--- src/rtl/phs_pkg.sv ---
// Shared types and constants for the packet header statistics unit.
package phs_pkg;

  localparam logic [15:0] EthIpv4 = 16'h0800;
  localparam logic [15:0] EthArp  = 16'h0806;
  localparam logic [47:0] MacOnes = 48'hFFFF_FFFF_FFFF;
  localparam int          TtlBins = 256;

  typedef enum logic [1:0] {
    KindOther,
    KindIpv4,
    KindArp
  } kind_e;

  typedef struct packed {
    kind_e       kind;
    logic [15:0] ethertype;
    logic [31:0] src_ip;
    logic [31:0] dst_ip;
    logic [7:0]  hop_limit;
    logic [47:0] sender_mac;
    logic [31:0] sender_ip;
    logic [47:0] target_mac;
    logic [31:0] target_ip;
  } word_t;

  typedef enum logic [3:0] {
    StIdle,
    StType,
    StTypeUpd,
    StSrc,
    StSrcUpd,
    StDst,
    StDstUpd,
    StTtl,
    StTtlUpd,
    StSnd,
    StTgt,
    StDone
  } state_e;

endpackage

--- src/rtl/phs_front.sv ---
// Front end: accepts a header, classifies it and holds it in a two-entry queue.
module phs_front import phs_pkg::*; (
  input  logic        clk_i,
  input  logic        rst_ni,
  input  logic        start_i,
  output logic        busy_o,
  input  logic [15:0] ethertype_i,
  input  logic [31:0] src_ip_i,
  input  logic [31:0] dst_ip_i,
  input  logic [7:0]  hop_limit_i,
  input  logic [47:0] sender_mac_i,
  input  logic [31:0] sender_ip_i,
  input  logic [47:0] target_mac_i,
  input  logic [31:0] target_ip_i,
  output logic        q_valid_o,
  output word_t       q_word_o,
  input  logic        q_pop_i
);

  word_t      mem_q [2];
  logic       wp_q, rp_q;
  logic [1:0] cnt_q;
  word_t      w;
  logic       push;

  assign busy_o    = cnt_q == 2'd2;
  assign push      = start_i && !busy_o;
  assign q_valid_o = cnt_q != 2'd0;
  assign q_word_o  = mem_q[rp_q];

  always_comb begin
    w.ethertype  = ethertype_i;
    w.src_ip     = src_ip_i;
    w.dst_ip     = dst_ip_i;
    w.hop_limit  = hop_limit_i;
    w.sender_mac = sender_mac_i;
    w.sender_ip  = sender_ip_i;
    w.target_mac = target_mac_i;
    w.target_ip  = target_ip_i;
    if (ethertype_i == EthIpv4) w.kind = KindIpv4;
    else if (ethertype_i == EthArp) w.kind = KindArp;
    else w.kind = KindOther;
  end

  always_ff @(posedge clk_i) begin
    if (push) mem_q[wp_q] <= w;
  end

  always_ff @(posedge clk_i or negedge rst_ni) begin
    if (!rst_ni) begin
      wp_q  <= 1'b0;
      rp_q  <= 1'b0;
      cnt_q <= 2'd0;
    end else begin
      if (push) wp_q <= ~wp_q;
      if (q_pop_i) rp_q <= ~rp_q;
      cnt_q <= cnt_q + 2'(push) - 2'(q_pop_i);
    end
  end

endmodule

--- config.mk ---
export PLATFORM = sky130hd
export DESIGN_NAME = phs_front
export DESIGN_NICKNAME = d
export VERILOG_FILES = /design/src/rtl/phs_pkg.sv /design/src/rtl/phs_front.sv
export SDC_FILE = /design/constraint.sdc
export NUM_CORES = 1
export LEC_CHECK = 0
export BUFFER_PORTS_ARGS = -buffer_cell sky130_fd_sc_hd__buf_2
export CAP_MARGIN = 40
export CORE_AREA = 3 3 193 195
export CTS_CLUSTER_DIAMETER = 40
export DETAILED_ROUTE_END_ITERATION = 6
export DIE_AREA = 0 0 196 198
export HOLD_SLACK_MARGIN = 0.03
export PLACE_DENSITY_LB_ADDON = 0.05
export SYNTH_ARGS = -nofsm -noshare
export SYNTH_HDL_FRONTEND = slang
export SYNTH_SLANG_ARGS = --single-unit
--- constraint.sdc ---
create_clock -name clk_i -period 20.9 [get_ports clk_i]
set_input_delay 2.09 -clock clk_i [delete_from_list [all_inputs] [get_ports clk_i]]
set_output_delay 2.09 -clock clk_i [all_outputs]
set_load 0.1 [all_outputs]
# Yosys cells after proc, flatten, opt, wreduce, memory -nomap -nowiden
# Memories as Yosys holds them, arrays and structs flattened.
# Cells that the tools add are included.
# Widths: inputs -> output; s select.
dict set report totals {
  mem_bits_rw 500
  regBits 4
  n_memories 1
  output_inout_bits 252
  wordCells 18
  input_bits 252
}
# memory words word_bits rd rd_clocked_by_memory_dff write_ports line
set mem_list {}
lappend mem_list {mem_q 2 250 1 0 1 phs_front.sv:20} ;# word_t mem_q [2];
dict set report op_classes {
  eq_ne 3
  n_reduce_logical 3
  n_addsub 2
  mux 4
  n_bitwise 2
}
# cell n
set ops {}
lappend ops {{$eq 16x12->1 const B} 2}
lappend ops {{$mux 2} 2}
lappend ops {{$add 2x1->2} 1}
lappend ops {{$eq 2x2->1 const B} 1}
lappend ops {{$mux 1} 2}
lappend ops {{$not 1->1} 2}
lappend ops {{$reduce_bool 2->1} 1}
lappend ops {{$sub 2x1->2} 1}
lappend ops {{$logic_and 1x1->1} 1}
lappend ops {{$logic_not 1->1} 1}

# Depth between registers and ports, before layout
dict set report logic_depth {
  word_depth 5
  ltp_mapped 7
  ltp_nobuf 7
}

# Least setup slack after synthesis
# OpenSTA, ideal clock, no wires.
dict set report synth_path {
  kind {input-to-reg}
  startpoint {input port start_i}
  endpoint {memory mem_q[0][0] (netlist bit) (enable)}
  required_time_ps 20035
  arrival_ps 12540
  stages 2
  path_slack_ps 7495
  path_cell_list {nand2_1 -> nor2_1}
}
dict set report synth_via {
  elab_chain_cells 3
}
# element line
set synth_lines {}
lappend synth_lines {{start: declaration} phs_front.sv:5} ;# input logic start_i,
lappend synth_lines {{$logic_and 1x1->1} phs_front.sv:27} ;# assign push = start_i && !busy_o;
lappend synth_lines {{$mux 1} phs_front.sv:46} ;# if (push) mem_q[wp_q] <= w;
lappend synth_lines {{$mux 1 (implied by the code)} phs_front.sv:46}
lappend synth_lines {{end: declaration} phs_front.sv:20}
# Every way passes these cells.

==> results.md <==
Route:
- The number of DRC violations after detailed routing is 0.
- After detailed routing, the total wire length is between 40 and 50 mm.
- For this block, the initial DRC count from the detailed router was roughly 470.
- The first-pass iteration count of the detailed router is 4.
- Once detail routing completed, the nets flagged for antenna violations numbered 0.
- In the routed layout, each cell is associated on average with a via count of between 5 and 6.
- The vias after detailed routing is roughly 9500.
- In the final routed layout, each cell accounts on average for approximately 22 um.

Setup path:
- The type of origin of the critical path is a flop.
- The critical path's largest stage delay is approximately 690 ps.
- STA puts the critical path data arrival time at roughly 3100 ps.
- The setup check on the worst reg-to-reg path leaves a slack of between 15000 and 20000 ps.
- The worst path required time is roughly 19000 ps.
- Measured in cells, the most critical reg-to-reg path has a length of 6.
- The reg-to-reg startpoint is cnt_q[1]$_DFF_PN0_.
- The category of cells accounting for the largest share of critical-path delay is buffers and inverters.
- The critical path in this run is classified as reg2out.
- The largest fanout on the critical path is between 100 and 150.
- The number of buffers and inverters on the critical path is 3.
- Traced cell by cell, the critical path runs through buf_16 -> buf_12 -> mux2_2 -> buf_2.
- The standard cell with the maximum stage delay on the critical path is sky130_fd_sc_hd__buf_12.
- The worst setup path is captured at an output port.
- The capturing point of the worst reg2reg path is mem_q[1][125]$_DFFE_PP_.

Yosys:
- The post-synthesis instance area is roughly 19000 sq um.
- When the netlist entered floorplanning its net count stood at approximately 1100.
- After synthesis the netlist holds a flip-flop and latch count of just over 500.
- During synthesis, Yosys emitted a total of 0 warnings.
- The cell count after synthesis came out at roughly 810.
- The number of unique standard cell types used by synthesis is 20.
- The part of the Yosys area used for sequential elements is 0.793.
- The average cell area after synthesis is between 20 and 25 sq um.

Min path:
- Along the worst hold path, the cell count comes to 1.
- The min-delay analysis places its worst path in the category reg2reg.
- The startpoint identified for the worst hold timing path is cnt_q[1]$_DFF_PN0_.
- The worst hold path terminates at cnt_q[1]$_DFF_PN0_.

Clock network:
- The root cell of the clock tree is sky130_fd_sc_hd__clkbuf_16.
- The post-cts resize count is 0.
- TritonCTS built the clock tree.
- Clock-pin slew was measured on the worst setup and hold paths at 60 ps.
- The number of setup buffers added after CTS is 0.
- The sink count of the clock tree is between 500 and 600.
- After clock tree synthesis, the flow added hold-fix buffers numbering 0.
- The number of buffers created by CTS is 57.
- The H-tree generated during clock tree synthesis spans 2 levels.
- The longest clock path from root to sink contains 3 buffers.
- The clock insertion delay at the later pin of the skew report is between 500 and 600 ps.

STA:
- The routed design could run at a clock period as short as around 5200 ps.
- The final number of hold-violating endpoints came to 0.
- The final cycle utilization of the critical path is 0.250.
- Setup violations remaining at the end of the flow were counted as 0.
- The number of pins exceeding their max-slew limit in the final report came to 0.
- The highest attainable clock frequency is approximately 190 MHz.
- The relative slew slack is 0.314.
- At the pin with the least slew margin, the transition time is about 1000 ps.
- The final sum of negative setup slack is 0 ps.
- Setup repair after global routing left no endpoint under its margin.
- The clock skew after layout is 13.9 ps.

Job:
- The count of max-cap constraint violations is 0.

GRT:
- The via count of the first global-routing pass is 9976.
- The largest net degree at the start of global routing is between 100 and 150.
- The wire length of the first global-routing pass is between 60 and 70 mm.
- The global-route congestion overflow total is 0.
- In the global route stage, overall resource usage came out at 0.208.
- The number of antenna violations at the first check in global routing is 21.

Floorplanning:
- For this design the top-level I/O count stands at 504.
- The die extent in x is slightly below 200 um.
- The initial utilization of the core area, before any placement, comes to 0.536.
- The floorplan has 69 rows.
- In this run the standard cell core region covers roughly 36000 sq um.
- The die is just under 200 um tall.
- The area of the die is between 30000 and 40000 sq um.

Final layout:
- The filler cell count in the final layout is approximately 2500.
- From synthesis to final layout, the design area changed by 26.0%.
- The final standard cell utilization of the core is 0.675.
- In the final layout, the share of cells above drive strength 1 is 0.611.
- The number of nets in the layout is 1610.

Placement:
- Input and output buffers added on the ports amount to between 500 and 600.
- The global placer's final weighted congestion is approximately 0.75.
- The detailed placement HPWL is 29.3 mm.

Run status:
- The run finished with clean final reports.
==> routing by layer <==
metal / part of all wire / up-vias / GRT usage
met5: 0.0014 / - / 0
met3: 0.094 / 85 / 0.0796
met2: 0.52 / 368 / 0.364
met4: 0.033 / 10 / 0.0861
li1: - / 4364 / -
met1: 0.35 / 4704 / 0.229
==> worst register-to-register path, delay by kind of cell (launching register included) <==
family        cells  cell delay [ps]
buf+inv           4             1640
simple gates      2              700
flops             1              400
==> worst max path at each step <==
stage	from	endpoint	slack (ps)	depth (start not counted)
global route	rp_q$_DFFE_PN0P_	q_word_o[233]	15500	4
floorplan	start_i	mem_q[0][0]$_DFFE_PP_	7500	2
detailed placement	start_i	mem_q[1][125]$_DFFE_PP_	16140	6
CTS	rp_q$_DFFE_PN0P_	q_word_o[248]	15580	4
finish	rp_q$_DFFE_PN0P_	q_word_o[4]	15670	4
global placement	start_i	mem_q[0][157]$_DFFE_PP_	15310	5
==> cells in the mapped netlist <==
master	n	share of area
sky130_fd_sc_hd__buf_6	22	0.013
sky130_fd_sc_hd__dfrtp_1	4	0.0052
sky130_fd_sc_hd__buf_2	6	0.0016
sky130_fd_sc_hd__mux2_2	60	0.035
sky130_fd_sc_hd__and3_1	1	0.00033
sky130_fd_sc_hd__xnor2_1	3	0.0014
sky130_fd_sc_hd__xor2_1	1	0.00046
sky130_fd_sc_hd__nand2_1	3	0.00059
sky130_fd_sc_hd__edfxtp_1	500	0.79
sky130_fd_sc_hd__nor4_1	1	0.00033
sky130_fd_sc_hd__nand3_1	1	0.00026
sky130_fd_sc_hd__ha_1	2	0.0013
sky130_fd_sc_hd__nand2b_1	1	0.00033
sky130_fd_sc_hd__nor2_1	3	0.00059
sky130_fd_sc_hd__or4_4	1	0.00059
sky130_fd_sc_hd__inv_1	2	0.00039
sky130_fd_sc_hd__mux2_4	190	0.15
sky130_fd_sc_hd__nor4b_1	1	0.00046
sky130_fd_sc_hd__nor3_1	2	0.00052
sky130_fd_sc_hd__or2_2	1	0.00033
==> layout by cell type (no fill, tap or decap) <==
cell type,instances
sky130_fd_sc_hd__buf_2,503
sky130_fd_sc_hd__edfxtp_1,500
sky130_fd_sc_hd__mux2_4,190
sky130_fd_sc_hd__mux2_2,60
sky130_fd_sc_hd__clkbuf_16,57
sky130_fd_sc_hd__diode_2,15
sky130_fd_sc_hd__clkinv_1,12
sky130_fd_sc_hd__clkbuf_1,11
sky130_fd_sc_hd__clkinv_2,9
sky130_fd_sc_hd__clkinvlp_4,7
sky130_fd_sc_hd__buf_16,7
sky130_fd_sc_hd__buf_4,7
sky130_fd_sc_hd__bufinv_16,4
sky130_fd_sc_hd__nand2_1,3
sky130_fd_sc_hd__xnor2_1,3
sky130_fd_sc_hd__clkinv_4,3
sky130_fd_sc_hd__dfrtp_1,3
sky130_fd_sc_hd__buf_12,3
sky130_fd_sc_hd__nor2_1,2
sky130_fd_sc_hd__nor3_1,2
sky130_fd_sc_hd__inv_1,2
sky130_fd_sc_hd__ha_1,2
sky130_fd_sc_hd__inv_6,2
sky130_fd_sc_hd__nor4_1,1
sky130_fd_sc_hd__nor4b_1,1
sky130_fd_sc_hd__or4_4,1
sky130_fd_sc_hd__nand2b_1,1
sky130_fd_sc_hd__and3_4,1
sky130_fd_sc_hd__or2_2,1
sky130_fd_sc_hd__nand3_1,1
sky130_fd_sc_hd__nor2_4,1
sky130_fd_sc_hd__xor2_1,1
sky130_fd_sc_hd__dfrtp_4,1
==> per-stage QoR <==
stage	hold slack, ps	cells	worst slack [ps]	cell area [sq um]
detailed placement	503	1758	16140	22200
global placement	492	1749	15310	22000
CTS	514	1863	15580	24000
floorplan	460	805	7500	19100
global route	572	1873	15500	24000
finish	507	1878	15670	24000
==> area by class of cell <==
cell class                      instances  area [sq um]  share of cell area
Tap cell                              461           577              0.0240
Timing Repair Buffer                  520          2820               0.118
Multi-Input combinational cell        271          3680               0.153
Sequential cell                       504         15100               0.629
Inverter                                2          7.51            0.000313
Clock inverter                         37           307              0.0128
Antenna cell                           15          37.5             0.00156
Clock buffer                           68          1470              0.0611
==> cell families after synthesis <==
family / Yosys count / share of synthesized area
and+or+nand+nor: 15 / 0.00433
buffers and inverters: 30 / 0.0150
adders and majority gates: 2 / 0.00131
xor gates and xnor gates: 4 / 0.00184
DFF: 504 / 0.793
muxes: 250 / 0.185
==> flip-flops by register name (all words and copies together), names as in the netlist <==
register  flops
cnt_q         2
mem_q       500
rp_q          1
wp_q          1
Power is left out: the tool's default activity adds up to more than one toggle a clock period on the data nets, which glitch-free logic cannot reach.
